### src/sv/irtx_pkg.sv
// Shared types, constants and register map for the IR pulse-width transmitter.
package irtx_pkg;

    // Frame geometry
    localparam int DATA_BITS = 8;
    localparam int BIT_IDX_W = (DATA_BITS > 1) ? $clog2(DATA_BITS) : 1;
    localparam int CMD_W     = 8;
    localparam int CNT_W     = 8;
    localparam int TICK_W    = 12;

    // Configuration port
    localparam int APB_AW    = 5;
    localparam int APB_DW    = 32;
    localparam int REG_IDX_W = 3;

    // Register indexes (byte address / 4)
    localparam logic [REG_IDX_W-1:0] REG_CARRIER_HIGH = 3'd0;
    localparam logic [REG_IDX_W-1:0] REG_CARRIER_LOW  = 3'd1;
    localparam logic [REG_IDX_W-1:0] REG_START_PER    = 3'd2;
    localparam logic [REG_IDX_W-1:0] REG_ONE_PER      = 3'd3;
    localparam logic [REG_IDX_W-1:0] REG_ZERO_PER     = 3'd4;
    localparam logic [REG_IDX_W-1:0] REG_GAP_TICKS    = 3'd5;

    // Register reset values
    localparam logic [CNT_W-1:0]  RST_CARRIER_HIGH = 8'd7;
    localparam logic [CNT_W-1:0]  RST_CARRIER_LOW  = 8'd20;
    localparam logic [CNT_W-1:0]  RST_START_PER    = 8'd89;
    localparam logic [CNT_W-1:0]  RST_ONE_PER      = 8'd45;
    localparam logic [CNT_W-1:0]  RST_ZERO_PER     = 8'd22;
    localparam logic [TICK_W-1:0] RST_GAP_TICKS    = 12'd600;

    // Transmit phase
    typedef enum logic [2:0] {
        PH_IDLE      = 3'd0,
        PH_START     = 3'd1,
        PH_START_GAP = 3'd2,
        PH_BIT       = 3'd3,
        PH_BIT_GAP   = 3'd4
    } irtx_phase_t;

    // Timing configuration seen by the engine
    typedef struct packed {
        logic [CNT_W-1:0]  carrier_high_ticks;
        logic [CNT_W-1:0]  carrier_low_ticks;
        logic [CNT_W-1:0]  start_periods;
        logic [CNT_W-1:0]  one_periods;
        logic [CNT_W-1:0]  zero_periods;
        logic [TICK_W-1:0] gap_ticks;
    } irtx_cfg_t;

    // One result per tick
    typedef struct packed {
        logic frame_done;
        logic busy_res;
        logic led_on;
    } irtx_res_t;

endpackage

### src/sv/irtx_regs.sv
// APB configuration registers for the IR transmitter timing.
module irtx_regs
(
    input  logic                          clk,
    input  logic                          rst_n,
    input  logic                          psel,
    input  logic                          penable,
    input  logic                          pwrite,
    input  logic [irtx_pkg::APB_AW-1:0]   paddr,
    input  logic [irtx_pkg::APB_DW-1:0]   pwdata,
    output logic [irtx_pkg::APB_DW-1:0]   prdata,
    output logic                          pready,
    output irtx_pkg::irtx_cfg_t           cfg
);
    import irtx_pkg::*;

    irtx_cfg_t              cfg_reg;
    logic                   wr_en;
    logic [REG_IDX_W-1:0]   reg_idx;

    assign pready  = 1'b1;
    assign wr_en   = psel & penable & pwrite;
    assign reg_idx = paddr[APB_AW-1:2];
    assign cfg     = cfg_reg;

    // Register writes
    always_ff @(posedge clk or negedge rst_n)
    begin
        if (!rst_n)
        begin
            cfg_reg.carrier_high_ticks <= RST_CARRIER_HIGH;
            cfg_reg.carrier_low_ticks  <= RST_CARRIER_LOW;
            cfg_reg.start_periods      <= RST_START_PER;
            cfg_reg.one_periods        <= RST_ONE_PER;
            cfg_reg.zero_periods       <= RST_ZERO_PER;
            cfg_reg.gap_ticks          <= RST_GAP_TICKS;
        end
        else if (wr_en)
        begin
            unique case (reg_idx)
                REG_CARRIER_HIGH: cfg_reg.carrier_high_ticks <= pwdata[CNT_W-1:0];
                REG_CARRIER_LOW:  cfg_reg.carrier_low_ticks  <= pwdata[CNT_W-1:0];
                REG_START_PER:    cfg_reg.start_periods      <= pwdata[CNT_W-1:0];
                REG_ONE_PER:      cfg_reg.one_periods        <= pwdata[CNT_W-1:0];
                REG_ZERO_PER:     cfg_reg.zero_periods       <= pwdata[CNT_W-1:0];
                REG_GAP_TICKS:    cfg_reg.gap_ticks          <= pwdata[TICK_W-1:0];
                default:          ;
            endcase
        end
    end

    // Read mux
    always_comb
    begin
        unique case (reg_idx)
            REG_CARRIER_HIGH: prdata = APB_DW'(cfg_reg.carrier_high_ticks);
            REG_CARRIER_LOW:  prdata = APB_DW'(cfg_reg.carrier_low_ticks);
            REG_START_PER:    prdata = APB_DW'(cfg_reg.start_periods);
            REG_ONE_PER:      prdata = APB_DW'(cfg_reg.one_periods);
            REG_ZERO_PER:     prdata = APB_DW'(cfg_reg.zero_periods);
            REG_GAP_TICKS:    prdata = APB_DW'(cfg_reg.gap_ticks);
            default:          prdata = '0;
        endcase
    end

endmodule

### src/sv/irtx_engine.sv
// Frame sequencer: phase, bit and carrier counters, advanced once per accepted tick.
module irtx_engine
(
    input  logic                          clk,
    input  logic                          rst_n,
    input  logic                          step,
    input  logic                          send_request,
    input  logic [irtx_pkg::CMD_W-1:0]    command,
    input  irtx_pkg::irtx_cfg_t           cfg,
    output irtx_pkg::irtx_res_t           res
);
    import irtx_pkg::*;

    localparam logic [BIT_IDX_W:0] LAST_BIT_CNT = (BIT_IDX_W+1)'(DATA_BITS);

    irtx_phase_t            phase_reg, phase_next, phase_eff;
    logic [DATA_BITS-1:0]   shift_reg, shift_next, shift_eff;
    logic [BIT_IDX_W-1:0]   idx_reg, idx_next, idx_eff;
    logic [CNT_W-1:0]       per_reg, per_next, per_eff, per_inc, burst_len;
    logic                   half_reg, half_next, half_eff;
    logic [TICK_W-1:0]      tick_reg, tick_next, tick_eff, tick_inc;
    logic [BIT_IDX_W:0]     idx_inc;

    // State register
    always_ff @(posedge clk or negedge rst_n)
    begin
        if (!rst_n)
        begin
            phase_reg <= PH_IDLE;
            shift_reg <= '0;
            idx_reg   <= '0;
            per_reg   <= '0;
            half_reg  <= 1'b0;
            tick_reg  <= '0;
        end
        else if (step)
        begin
            phase_reg <= phase_next;
            shift_reg <= shift_next;
            idx_reg   <= idx_next;
            per_reg   <= per_next;
            half_reg  <= half_next;
            tick_reg  <= tick_next;
        end
    end

    // Next state and result for this tick
    always_comb
    begin
        // a request while idle starts the frame on this same tick
        phase_eff = phase_reg;
        shift_eff = shift_reg;
        idx_eff   = idx_reg;
        per_eff   = per_reg;
        half_eff  = half_reg;
        tick_eff  = tick_reg;
        if (phase_reg == PH_IDLE && send_request)
        begin
            phase_eff = PH_START;
            shift_eff = DATA_BITS'(command);
            idx_eff   = '0;
            per_eff   = '0;
            half_eff  = 1'b0;
            tick_eff  = '0;
        end

        tick_inc = tick_eff + 1'b1;
        per_inc  = per_eff + 1'b1;
        idx_inc  = {1'b0, idx_eff} + 1'b1;

        if (phase_eff == PH_START)
            burst_len = cfg.start_periods;
        else if (shift_eff[idx_eff])
            burst_len = cfg.one_periods;
        else
            burst_len = cfg.zero_periods;

        phase_next = phase_eff;
        shift_next = shift_eff;
        idx_next   = idx_eff;
        per_next   = per_eff;
        half_next  = half_eff;
        tick_next  = tick_eff;
        res        = '0;

        unique case (phase_eff) inside
            PH_START, PH_BIT:
            begin
                res.busy_res = 1'b1;
                res.led_on   = ~half_eff;
                tick_next    = tick_inc;
                if (!half_eff)
                begin
                    if (tick_inc >= TICK_W'(cfg.carrier_high_ticks))
                    begin
                        half_next = 1'b1;
                        tick_next = '0;
                    end
                end
                else if (tick_inc >= TICK_W'(cfg.carrier_low_ticks))
                begin
                    // end of one carrier period
                    half_next = 1'b0;
                    tick_next = '0;
                    per_next  = per_inc;
                    if (per_inc >= burst_len)
                    begin
                        phase_next = (phase_eff == PH_START) ? PH_START_GAP : PH_BIT_GAP;
                        per_next   = '0;
                    end
                end
            end
            PH_START_GAP, PH_BIT_GAP:
            begin
                res.busy_res = 1'b1;
                tick_next    = tick_inc;
                if (tick_inc >= cfg.gap_ticks)
                begin
                    tick_next = '0;
                    if (phase_eff == PH_START_GAP)
                    begin
                        phase_next = PH_BIT;
                        idx_next   = '0;
                        per_next   = '0;
                        half_next  = 1'b0;
                    end
                    else if (idx_inc >= LAST_BIT_CNT)
                    begin
                        // last gap of the frame
                        res.frame_done = 1'b1;
                        phase_next     = PH_IDLE;
                        idx_next       = '0;
                    end
                    else
                    begin
                        phase_next = PH_BIT;
                        idx_next   = idx_inc[BIT_IDX_W-1:0];
                        per_next   = '0;
                        half_next  = 1'b0;
                    end
                end
            end
            PH_IDLE:
            begin
                phase_next = PH_IDLE;
            end
            default:
            begin
                phase_next = PH_IDLE;
            end
        endcase
    end

endmodule

### src/sv/irtx_out_stage.sv
// Result register between the engine and the output stream.
module irtx_out_stage
(
    input  logic                  clk,
    input  logic                  rst_n,
    input  logic                  load,
    input  irtx_pkg::irtx_res_t   res,
    output logic                  can_load,
    output logic                  m_tvalid,
    input  logic                  m_tready,
    output logic [7:0]            m_tdata,
    output logic                  m_tlast
);
    import irtx_pkg::*;

    logic       valid_reg;
    irtx_res_t  res_reg;

    // free when empty or when the held beat leaves this cycle
    assign can_load = ~valid_reg | m_tready;

    // Valid flag
    always_ff @(posedge clk or negedge rst_n)
    begin
        if (!rst_n)
            valid_reg <= 1'b0;
        else if (can_load)
            valid_reg <= load;
    end

    // Payload
    always_ff @(posedge clk)
    begin
        if (load)
            res_reg <= res;
    end

    assign m_tvalid = valid_reg;
    assign m_tdata  = {6'b0, res_reg.busy_res, res_reg.led_on};
    assign m_tlast  = res_reg.frame_done;

endmodule

### src/sv/ir_pulse_width_transmitter_unit.sv
// Top level of the IR pulse-width (SIRC-style) command transmitter.
// Each input beat is one microsecond tick and yields exactly one output beat with
// the LED level, the busy flag and the end-of-frame mark (tlast). A tick with tuser
// high while idle latches the command byte and starts the frame on that same tick:
// a start burst, a gap, then eight bits LSB first, each a burst of one- or zero-
// periods and a gap. Throughput is one tick per clock: the frame counters advance on
// every accepted tick and a one-deep result register feeds the output, so s_tready stays
// high unless that register holds a beat the sink is not taking.
// Timing registers (APB, byte address 4*i): carrier high, carrier low, start periods,
// one periods, zero periods, gap ticks. Write them only while no frame is running.
module ir_pulse_width_transmitter_unit
(
    input  logic                          clk,
    input  logic                          rst_n,
    // APB configuration
    input  logic                          psel,
    input  logic                          penable,
    input  logic                          pwrite,
    input  logic [irtx_pkg::APB_AW-1:0]   paddr,
    input  logic [irtx_pkg::APB_DW-1:0]   pwdata,
    output logic [irtx_pkg::APB_DW-1:0]   prdata,
    output logic                          pready,
    // tick input
    input  logic                          s_tvalid,
    output logic                          s_tready,
    input  logic [7:0]                    s_tdata,   // [7:0] command
    input  logic                          s_tuser,   // [0] send_request
    // result output
    output logic                          m_tvalid,
    input  logic                          m_tready,
    output logic [7:0]                    m_tdata,   // [0] led_on, [1] busy_res, [7:2] zero
    output logic                          m_tlast    // frame_done
);
    import irtx_pkg::*;

    irtx_cfg_t  cfg;
    irtx_res_t  res;
    logic       can_load;
    logic       accept;

    assign s_tready = can_load;
    assign accept   = s_tvalid & can_load;

    irtx_regs u_regs
    (
        .clk     (clk),
        .rst_n   (rst_n),
        .psel    (psel),
        .penable (penable),
        .pwrite  (pwrite),
        .paddr   (paddr),
        .pwdata  (pwdata),
        .prdata  (prdata),
        .pready  (pready),
        .cfg     (cfg)
    );

    irtx_engine u_engine
    (
        .clk          (clk),
        .rst_n        (rst_n),
        .step         (accept),
        .send_request (s_tuser),
        .command      (s_tdata[CMD_W-1:0]),
        .cfg          (cfg),
        .res          (res)
    );

    irtx_out_stage u_out
    (
        .clk      (clk),
        .rst_n    (rst_n),
        .load     (accept),
        .res      (res),
        .can_load (can_load),
        .m_tvalid (m_tvalid),
        .m_tready (m_tready),
        .m_tdata  (m_tdata),
        .m_tlast  (m_tlast)
    );

endmodule
### config.mk
export PLATFORM = sky130hd
export DESIGN_NAME = ir_pulse_width_transmitter_unit
export DESIGN_NICKNAME = d
export VERILOG_FILES = /design/src/sv/irtx_pkg.sv /design/src/sv/irtx_regs.sv /design/src/sv/irtx_engine.sv /design/src/sv/irtx_out_stage.sv /design/src/sv/ir_pulse_width_transmitter_unit.sv
export SDC_FILE = /design/constraint.sdc
export NUM_CORES = 1
export LEC_CHECK = 0
export BUFFER_PORTS_ARGS = -buffer_cell sky130_fd_sc_hd__buf_4
export CORE_MARGIN = 8
export CORE_UTILIZATION = 60
export DETAILED_ROUTE_END_ITERATION = 12
export GPL_ROUTABILITY_DRIVEN = 1
export GPL_TIMING_DRIVEN = 0
export PLACE_DENSITY = 0.84
export RECOVER_POWER = 50
export SYNTH_ARGS = -nofsm -noshare
export SYNTH_HDL_FRONTEND = slang
export SYNTH_SLANG_ARGS = --single-unit
### constraint.sdc
create_clock -name clk -period 11.2 [get_ports clk]
set_input_delay 1.12 -clock clk [delete_from_list [all_inputs] [get_ports clk]]
set_output_delay 1.12 -clock clk [all_outputs]
set_load 0.01 [all_outputs]
Yosys cells after proc, flatten, opt, wreduce, memory -nomap -nowiden
Index checks and enable logic that the tools add are counted.
Widths: inputs -> output; s select.
Storage, ports and cells
  flip-flop bits (word level): 91
  word-level logic and storage cells: 99
Cells by class
  reductions and logical operators: 13
  $add $sub $neg: 3
  eq/ne operators: 9
  magnitude comparators: 6
  mux-type cells: 44
  bitwise logic cells: 8
Operators by type and width (number)
  $mux 8: 10
  $pmux 12 s6: 1
  $mux 12: 5
  $mux 3: 12
  $ge 12x8->1: 2
  $pmux 12 s2: 1
  $pmux 8 s2: 1
  $add 12x1->12 const B: 1
  $eq 3x2->1 const B: 4
  $ge 12x12->1: 1
  $reduce_and 2->1: 6
  $mux 1: 10
  $eq 3x3->1 const B: 3
  $add 8x1->8 const B: 1
  $ge 8x8->1: 1
  $eq 3x1->1 const B: 2
  $logic_not 3->1: 2
  $pmux 3 s2: 1
  $add 3x1->4 const B: 1
  $ge 4x4->1 const B: 1
  $lt 3x4->1 const B: 1
  $not 1->1: 4
  $reduce_or 2->1: 2
  $reduce_or 4->1: 1
  other kinds (7): 9

Depth between registers and ports, before layout
Gate-level depths: netlist (run 1).
  depth after elaboration: 12
  depth in mapped cells: 22
  gate-level depth less buffers: 17

Modules after synthesis
Synthesis (run 1) repeated with hierarchy kept, for this count alone.
Unflattened totals
  cells, all modules: 589
  area, all modules: 6114.6 sq um
By module, submodules not included
  irtx_engine: times used 1, area an instance 3269.4 sq um, cells each 376, seq. area each 875.8 sq um
  irtx_regs: times used 1, area an instance 2652.5 sq um, cells each 199, seq. area each 1326.3 sq um
  irtx_out_stage: times used 1, area an instance 186.4 sq um, cells each 13, seq. area each 115.1 sq um
  ir_pulse_width_transmitter_unit: times used 1, area an instance 6.3 sq um, cells each 1, seq. area each 0.0 sq um

Worst setup path before layout (run 1)
Ideal clock, no wire load.
  kind: input to register
  start: in s_tuser
  end: reg u_engine.tick_reg[0]
  path buffers: 4
  data required time: 11.096 ns
  stages: 21
  data arrival time: 5.337 ns
  library setup time: 0.104 ns
  path slack: 5.759 ns
  cell sequence: nor2b_1 -> nor3b_2 -> clkbuf_1 -> buf_1 -> nor2_1 -> ha_1 -> and3_1 -> clkbuf_1 -> nand2_1 -> xor2_1 -> nor2_1 -> ha_1 -> a21oi_1 -> nor2b_1 -> a2111oi_0 -> o21ai_1 -> a221o_1 -> clkbuf_1 -> nor3_2 -> a31oi_2 -> a221oi_1
On the way
  cells in the longest elaborated chain, start to end: 7
RTL lines
  from (decl): line ir_pulse_width_transmitter_unit.sv:27  | input logic s_tuser,
  $logic_and 1x1->1 (*): line irtx_engine.sv:57  | if (phase_reg == PH_IDLE && send_request)
  $mux 12: line irtx_engine.sv:57
  $add 12x1->12: line irtx_engine.sv:67  | tick_inc = tick_eff + 1'b1;
  $ge 12x8->1 (on tied branches): line irtx_engine.sv:94, irtx_engine.sv:100
  $mux 12 (on tied branches): line irtx_engine.sv:94, irtx_engine.sv:100
  $mux 12: line irtx_engine.sv:92  | if (!half_eff)
  $pmux 12 s2 (*): line irtx_engine.sv:86  | unique case (phase_eff) inside
  to (signal assigned): line irtx_engine.sv:43  | tick_reg <= tick_next;
  to (decl): line irtx_engine.sv:21  | logic [TICK_W-1:0] tick_reg, tick_next, tick_eff, tick_inc;
Mark *: on every way between the ends. The rest lies on a longest branch, timed or not.
A chain may end at the register's enable or synchronous reset.

Worst setup path in the final report (run 1)
Ends and elaborated chain as after synthesis.

==> results.yml, run 1 <==
global_routing:
  first_global_vias: 4740
  aggregate_global_route_resource_usage_pct: 22.1
  grt_antenna_before_repair: 0
  grt_first_pass_wirelength_um: 23400
  grt_remaining_overflow: 0
  grt_max_degree: 89
synth:
  synth_edf_count: 3
  synth.avg_cell_area_um2: 9.89
  synth_sequential_area_ratio_pct: 38.5
  synthArstFlopShare_pct: 96.7
  number_of_synthesized_register_bits: 91
  syn-instance-count: 609
  number_of_different_library_cells_in_the_post_synthesis_netlist: 72
  synth_ff_type: "sky130_fd_sc_hd__dfrtp_1"
  yosys_warnings: 0
  synthesis.area_mm2: 0.00602
timing:
  final_hold_viol_count: 0
  max_slew_violation_count: 89
  clock_skew_ns: 0.0153
  final_min_period_over_clock_period_pct: 56.6
  tightestPinTransition_ns: 4.69
  grt_setup_unrepaired: "false"
  report.final.setup_viol: 0
  maxClockFrequency_mhz: 158
  worst_setup_slack_after_layout_ns: 4.86
  hold-worst-slack_ns: 0.510
  final.setup.tns_ns: 0
  final.min_clock_period_ns: 6.34
  timing.max_slew.rel_slack_pct: -212
routing:
  detail_route.wl_per_cell_um: 17.1
  route.vias.total: 4732
  drcViolationCount: 0
  drt-vias-per-instance: 5.71
  drt_first_iter_violations: 409
  postRouteWirelength_um: 14200
  detailed_routing_iteration_count_for_the_pre_antenna_repair_pass: 4
  postRouteAntennaNets: 0
floorplanning:
  die-area_mm2: 0.0135
  count_of_boundary_i_o_pins: 97
  core_region_area_mm2: 0.00977
  initial_cell_density_of_the_core_pct: 61.6
  die_width_um: 116
  std_cell_rows: 36
  die_h_um: 116
worst_setup_path:
  cp-start-kind: "primary input"
  critical_path_arrival_ns: 6.62
  cpPeakStageDelay_ns: 0.66
  slowest_stage: "sky130_fd_sc_hd__nor3b_2"
  worst_setup_path_startpoint: "s_tuser"
  required_ns: 11.48
  regToRegSetupSlack_ns: 5.25
  path_cells: "clkbuf_1, nor2b_1, nor3b_2, clkbuf_1, buf_1, nor2_1, ha_1, and3_1, clkbuf_1, nand2_1, xor2_1, nor2_1, ha_1, a21oi_1, nor2b_1, a2111oi_0, o21ai_1, a221o_1, clkbuf_1, nor3_2, a31oi_2, a221oi_1"
  most_frequent_cell_on_the_critical_path: "sky130_fd_sc_hd__clkbuf_1"
  cp_max_fo: 10
  crit_path_end_kind: "flip-flop"
  worstReg2RegStart: "u_engine.phase_reg[1]"
  ws_path_type: "in -> reg"
status:
  violated_checks: "max-capacitance violations, max-slew violations"
  result_of_the_run: "finished, violations left"
power:
  p_clk_share_pct: 20.5
  ir_worst_vdd_uv: 106
  power_density_mw_per_mm2: 183
  seqPwrFrac_pct: 39.1
  leakage_nw: 3.26
  power.share.switching_pct: 37.5
  combPwrFrac_pct: 40.4
  internal_power_uw: 780
  switching_power_uw: 469
  total_power_mw: 1.25
clock_network:
  clock_buffer_depth: 2
  clk_root_buffer_cell: "sky130_fd_sc_hd__clkbuf_8"
  cts_repair_resize_count: 0
  tritoncts_clock_tree: "built"
  cts.hold.buffers_added: 0
  tritoncts_num_sinks: 91
  cts_post_setup_buffers_inserted: 0
  htree_num_levels: 3
  tritoncts.num_buffers: 9
  clock_insertion_delay_worst_skew_ns: 0.38
  cts.clk_slew.worst_paths_ns: 0.10
placed_design:
  placed_area_mm2: 0.00663
  rd_place_congestion: 0.926
  port_bufs: 46
  placedCellCount: 813
  post-dp-hpwl_um: 10800
  post-place-ws_ns: 4.65
cells_and_area:
  largest_register_ffs: 52
  layout-drive-gt1-share_pct: 27.2
  mostFrequentLayoutCells: "sky130_fd_sc_hd__dfrtp_1, sky130_fd_sc_hd__buf_4, sky130_fd_sc_hd__nand2_1"
  finish.utilization_pct: 69.9
  fillerInstances: 714
  final_net_count: 783
  finalInstanceArea_mm2: 0.00683
  layout_commonest_cell: "sky130_fd_sc_hd__dfrtp_1"
  antenna-diode-count: 0
  layout.cells.non_filler: 829
  area_growth_syn_to_layout_pct: 13.4
run:
  max_cap_violations: 1
worst_hold_path:
  holdCritStartpoint: "u_engine.shift_reg[3]"
  hp-class: "reg -> reg"
-- metal layers --
| metal | up-vias | routed length [µm] | track usage [%] |
|---|---|---|---|
| li1 | 2258 | - | - |
| met1 | 2271 | 5940 | 28.2 |
| met2 | 174 | 6780 | 36.1 |
| met3 | 29 | 1110 | 4.19 |
| met4 | 0 | 372 | 8.90 |
| met5 | - | 0 | 0 |
-- critical path: cells and delay by family --
| kind | cells | cell delay, ns |
|---|---|---|
| buf+inv | 5 | 1.35 |
| compound gates | 6 | 1.50 |
| xor+xnor | 1 | 0.23 |
| fa+ha+maj | 2 | 0.57 |
| simple gates | 8 | 1.86 |
-- synth_stat cells, types with 3 or more instances --
| master | count | area share [%] |
|---|---|---|
| sky130_fd_sc_hd__nand3_1 | 12 | 1.0 |
| sky130_fd_sc_hd__xnor2_1 | 7 | 1.0 |
| sky130_fd_sc_hd__nor3b_1 | 3 | 0.37 |
| sky130_fd_sc_hd__edfxtp_1 | 3 | 1.5 |
| sky130_fd_sc_hd__buf_6 | 3 | 0.56 |
| sky130_fd_sc_hd__ha_1 | 39 | 8.1 |
| sky130_fd_sc_hd__and2_2 | 5 | 0.62 |
| sky130_fd_sc_hd__a22o_1 | 5 | 0.73 |
| sky130_fd_sc_hd__nand2b_1 | 9 | 0.93 |
| sky130_fd_sc_hd__mux2i_1 | 19 | 3.2 |
| sky130_fd_sc_hd__and3_1 | 5 | 0.52 |
| sky130_fd_sc_hd__mux2_2 | 45 | 8.4 |
| sky130_fd_sc_hd__dfrtp_1 | 68 | 28 |
| sky130_fd_sc_hd__nand2_1 | 58 | 3.6 |
| sky130_fd_sc_hd__buf_4 | 27 | 3.4 |
| sky130_fd_sc_hd__inv_1 | 42 | 2.6 |
| sky130_fd_sc_hd__and2_1 | 8 | 0.83 |
| sky130_fd_sc_hd__nor2_1 | 44 | 2.7 |
| sky130_fd_sc_hd__xor2_1 | 7 | 1.0 |
| sky130_fd_sc_hd__a221oi_1 | 3 | 0.44 |
| sky130_fd_sc_hd__o31ai_1 | 7 | 0.87 |
| sky130_fd_sc_hd__nand4_1 | 3 | 0.31 |
| sky130_fd_sc_hd__clkbuf_1 | 14 | 0.87 |
| sky130_fd_sc_hd__nor3_1 | 3 | 0.25 |
| sky130_fd_sc_hd__o21ai_0 | 33 | 2.7 |
| sky130_fd_sc_hd__o22ai_1 | 7 | 0.73 |
| sky130_fd_sc_hd__dfstp_2 | 20 | 8.7 |
| sky130_fd_sc_hd__a21oi_1 | 36 | 3.0 |
| sky130_fd_sc_hd__mux4_2 | 7 | 2.6 |
| sky130_fd_sc_hd__a21o_1 | 15 | 1.9 |
-- worst paths after layout --
| check | end | cells after the start |
|---|---|---|
| min in group asynchronous | u_regs.cfg[21] | 1 |
| worst min-delay path | u_engine.shift_reg[3] | 1 |
| worst max register to register | u_engine.tick_reg[0] | 22 |
| worst min register to register | u_engine.shift_reg[3] | 1 |
| max in group asynchronous | u_engine.tick_reg[11] | 1 |
| worst max-delay path | u_engine.tick_reg[0] | 22 |
-- layout make-up --
class	count	area, µm²	area share [%]
Inverter	43	161	2.36
Timing Repair Buffer	46	323	4.73
Buffer	49	320	4.69
Sequential cell	91	2320	33.9
Multi-Input combinational cell	451	3320	48.6
Clock buffer	10	138	2.02
Clock inverter	6	87.6	1.28
Tap cell	133	166	2.44
-- kinds of logic (layout without fill, tap and decap cells) --
family | Yosys count | after routing | synth area share, %
flops | 91 | 91 | 38.5
fa+ha+maj | 39 | 39 | 8.10
buf+inv | 92 | 154 | 8.00
mux | 73 | 73 | 14.8
simple gates | 168 | 168 | 14.2
other cells | 2 | 27 | 0.125
compound gates | 130 | 130 | 14.3
xor+xnor | 14 | 14 | 2.04
-- power groups by stage --
stage          Combinational (mW)  Sequential [mW]  Clock, mW
3_3_place_gp                0.469            0.484          0
4_1_cts                     0.503            0.485      0.258
6_report                    0.505            0.488      0.257
2_1_floorplan               0.373            0.469          0
5_1_grt                     0.568            0.497      0.275
3_5_place_dp                0.494            0.490          0
Note: power is estimated with default switching activity, not from simulation.
==> run 2: changes to the inputs <==
--- a/config.mk
+++ b/config.mk
@@ -7,11 +7,11 @@
 export LEC_CHECK = 0
 export BUFFER_PORTS_ARGS = -buffer_cell sky130_fd_sc_hd__buf_4
 export CORE_MARGIN = 8
-export CORE_UTILIZATION = 60
+export CORE_UTILIZATION = 52
 export DETAILED_ROUTE_END_ITERATION = 12
 export GPL_ROUTABILITY_DRIVEN = 1
 export GPL_TIMING_DRIVEN = 0
-export PLACE_DENSITY = 0.84
+export PLACE_DENSITY = 0.77
 export RECOVER_POWER = 50
 export SYNTH_ARGS = -nofsm -noshare
 export SYNTH_HDL_FRONTEND = slang
==> constraint.sdc (replaced) <==
create_clock -name clk -period 5.81 [get_ports clk]
set_input_delay 0.581 -clock clk [delete_from_list [all_inputs] [get_ports clk]]
set_output_delay 0.581 -clock clk [all_outputs]
set_load 0.01 [all_outputs]
==> run 2 against run 1 <==
The flow still finishes with violations (max-capacitance violations, max-slew violations). Critical path depth stayed put. Routed wire length is 4.4% higher. Sequential share of layout area shrank 0.70 points. Largest power group unchanged.
==> results.yml, run 2 (synthesis gave the netlist of run 1 again) <==
worst_setup_path:
  worstSetupPathDepth: 22
  ff2ff_path_depth: 22
  slowest_stage: "sky130_fd_sc_hd__a221o_1"
  cpPeakStageDelay_ns: 0.40
  ws_path_type: "reg -> reg"
  required_ns: 6.05
  regToRegSetupSlack_ns: 0.38
  cp.buffers_inverters: 5
  crit_family: "compound AO/OA/AOI/OAI gates"
  critical_path_arrival_ns: 5.66
  cp_max_fo: 10
  cp-start-kind: "flip-flop"
  path_cells: "buf_6, nor2b_1, nor3b_4, clkbuf_2, buf_1, nor2_1, ha_1, and3_1, clkbuf_1, nand2_1, xor2_1, nor2_1, ha_1, a21oi_1, nor2b_1, a2111oi_0, o21ai_1, a221o_1, clkbuf_1, nor3_4, a31oi_2, a221oi_1"
  crit_path_end_kind: "flip-flop"
cells_and_area:
  fillerInstances: 922
  area_growth_syn_to_layout_pct: 15.8
  finalInstanceArea_mm2: 0.00697
  antenna-diode-count: 0
  finish.utilization_pct: 61.3
  layout.cells.non_filler: 840
  layout-drive-gt1-share_pct: 27.3
  largest_register_ffs: 52
  final_net_count: 784
  mostFrequentLayoutCells: "sky130_fd_sc_hd__buf_4, sky130_fd_sc_hd__dfrtp_1, sky130_fd_sc_hd__nand2_1"
routing:
  postRouteAntennaNets: 0
  drt_first_iter_violations: 307
  route.vias.total: 4818
  postRouteWirelength_um: 14800
  drt-vias-per-instance: 5.74
  drcViolationCount: 0
  detailed_routing_iteration_count_for_the_pre_antenna_repair_pass: 5
  detail_route.wl_per_cell_um: 17.7
timing:
  final.setup.tns_ns: 0
  tightestPinTransition_ns: 4.62
  grt_setup_unrepaired: "false"
  maxClockFrequency_mhz: 184
  hold-worst-slack_ns: 0.427
  final_min_period_over_clock_period_pct: 93.4
  max_slew_violation_count: 89
  report.final.setup_viol: 0
  final_hold_viol_count: 0
  clock_skew_ns: 0.00995
  final.min_clock_period_ns: 5.43
  timing.max_slew.rel_slack_pct: -208
clock_network:
  clock_buffer_depth: 2
  htree_num_levels: 3
  tritoncts.num_buffers: 9
  clock_insertion_delay_worst_skew_ns: 0.35
  tritoncts_clock_tree: "built"
  tritoncts_num_sinks: 91
  clk_root_buffer_cell: "sky130_fd_sc_hd__clkbuf_16"
  cts.clk_slew.worst_paths_ns: 0.08
  cts.hold.buffers_added: 0
power:
  leakage_nw: 3.32
  power_density_mw_per_mm2: 374
  internal_power_mw: 1.65
  switching_power_uw: 960
  combPwrFrac_pct: 38.5
  seqPwrFrac_pct: 36.0
  p_clk_share_pct: 25.5
  ir_worst_vdd_uv: 189
  power.share.switching_pct: 36.8
run:
  max_cap_violations: 1
placed_design:
  rd_place_congestion: 0.929
  port_bufs: 46
  placedCellCount: 823
  placed_area_mm2: 0.00664
  post-dp-hpwl_um: 11000
global_routing:
  grt_remaining_overflow: 0
  first_global_vias: 4996
  grt_first_pass_wirelength_um: 24500
  grt_max_degree: 89
  aggregate_global_route_resource_usage_pct: 20.2
  grt_antenna_before_repair: 0
floorplanning:
  initial_cell_density_of_the_core_pct: 53.0
  die_width_um: 124
  std_cell_rows: 39
  count_of_boundary_i_o_pins: 97
  die-area_mm2: 0.0153
  core_region_area_mm2: 0.0114
  die_h_um: 124
status:
  violated_checks: "max-capacitance violations, max-slew violations"
  result_of_the_run: "finished, violations left"
worst_hold_path:
  min_delay_path_depth: 3
  hp-class: "in -> reg"
-- run 2: cell count changes in the layout (fill, tap and decap cells not counted), sizes merged --
cell,change
buf,+2
clkbuf,-1
-- run 2: power by group through the flow --
| stage | combinational, mW | clock [mW] | sequential [mW] |
|---|---|---|---|
| after detailed placement | 0.966 | 0 | 0.943 |
| after floorplan | 0.718 | 0 | 0.903 |
| final | 1.01 | 0.666 | 0.940 |
| after global placement | 0.911 | 0 | 0.934 |
| after global routing | 1.13 | 0.689 | 0.959 |
| after CTS | 0.997 | 0.668 | 0.935 |
-- run 2: per-stage QoR --
step | setup WS (ns) | power [mW]
2_1_floorplan | 0.908 | 1.62
3_3_place_gp | -0.239 | 1.84
3_5_place_dp | -0.304 | 1.91
4_1_cts | 0.256 | 2.60
5_1_grt | 0.0564 | 2.78
6_report | 0.382 | 2.61
-- run 2: worst register-to-register path: cells and delay by family (launching register included) --
kind                       cells  cell delay [ns]
DFF                            1             0.37
xor gates and xnor gates       1             0.22
and+or+nand+nor                8             1.39
buffers and inverters          5             1.20
AOI/OAI and AO/OA              6             1.54
adders and majority gates      2             0.59
-- run 2: final timing paths --
kind	from	end
setup / recovery	u_engine.phase_reg[1]	u_engine.tick_reg[0]
hold / removal	pwdata[10]	u_regs.cfg[10]
setup reg to reg	u_engine.phase_reg[1]	u_engine.tick_reg[0]
hold reg to reg	u_engine.shift_reg[7]	u_engine.shift_reg[7]
max in group asynchronous	rst_n	u_engine.half_reg
min in group asynchronous	rst_n	u_regs.cfg[21]
-- run 2: per-layer routing --
layer  up-vias  global-route usage, %  routed length, µm
met4         0                   10.5                469
li1       2259                      -                  -
met2       177                   33.5               7230
met1      2345                   25.6               6300
met5         -                      0                  0
met3        37                   2.27                833
-- run 2: area by class of cell --
cell class	instances	area, µm²	area share, %
multi-input cells	451	3330	47.7
flip-flops and latches	91	2320	33.2
repair buffers	47	330	4.74
plain buffers	49	320	4.59
clock buffers	10	239	3.43
well taps	143	179	2.57
inverters	43	161	2.31
clock inverters	6	97.6	1.40
-- run 2: timing repair --
action	CTS	global route
resized for setup	1	3
buffers inserted	1	0
setup endpoints to repair	8	8
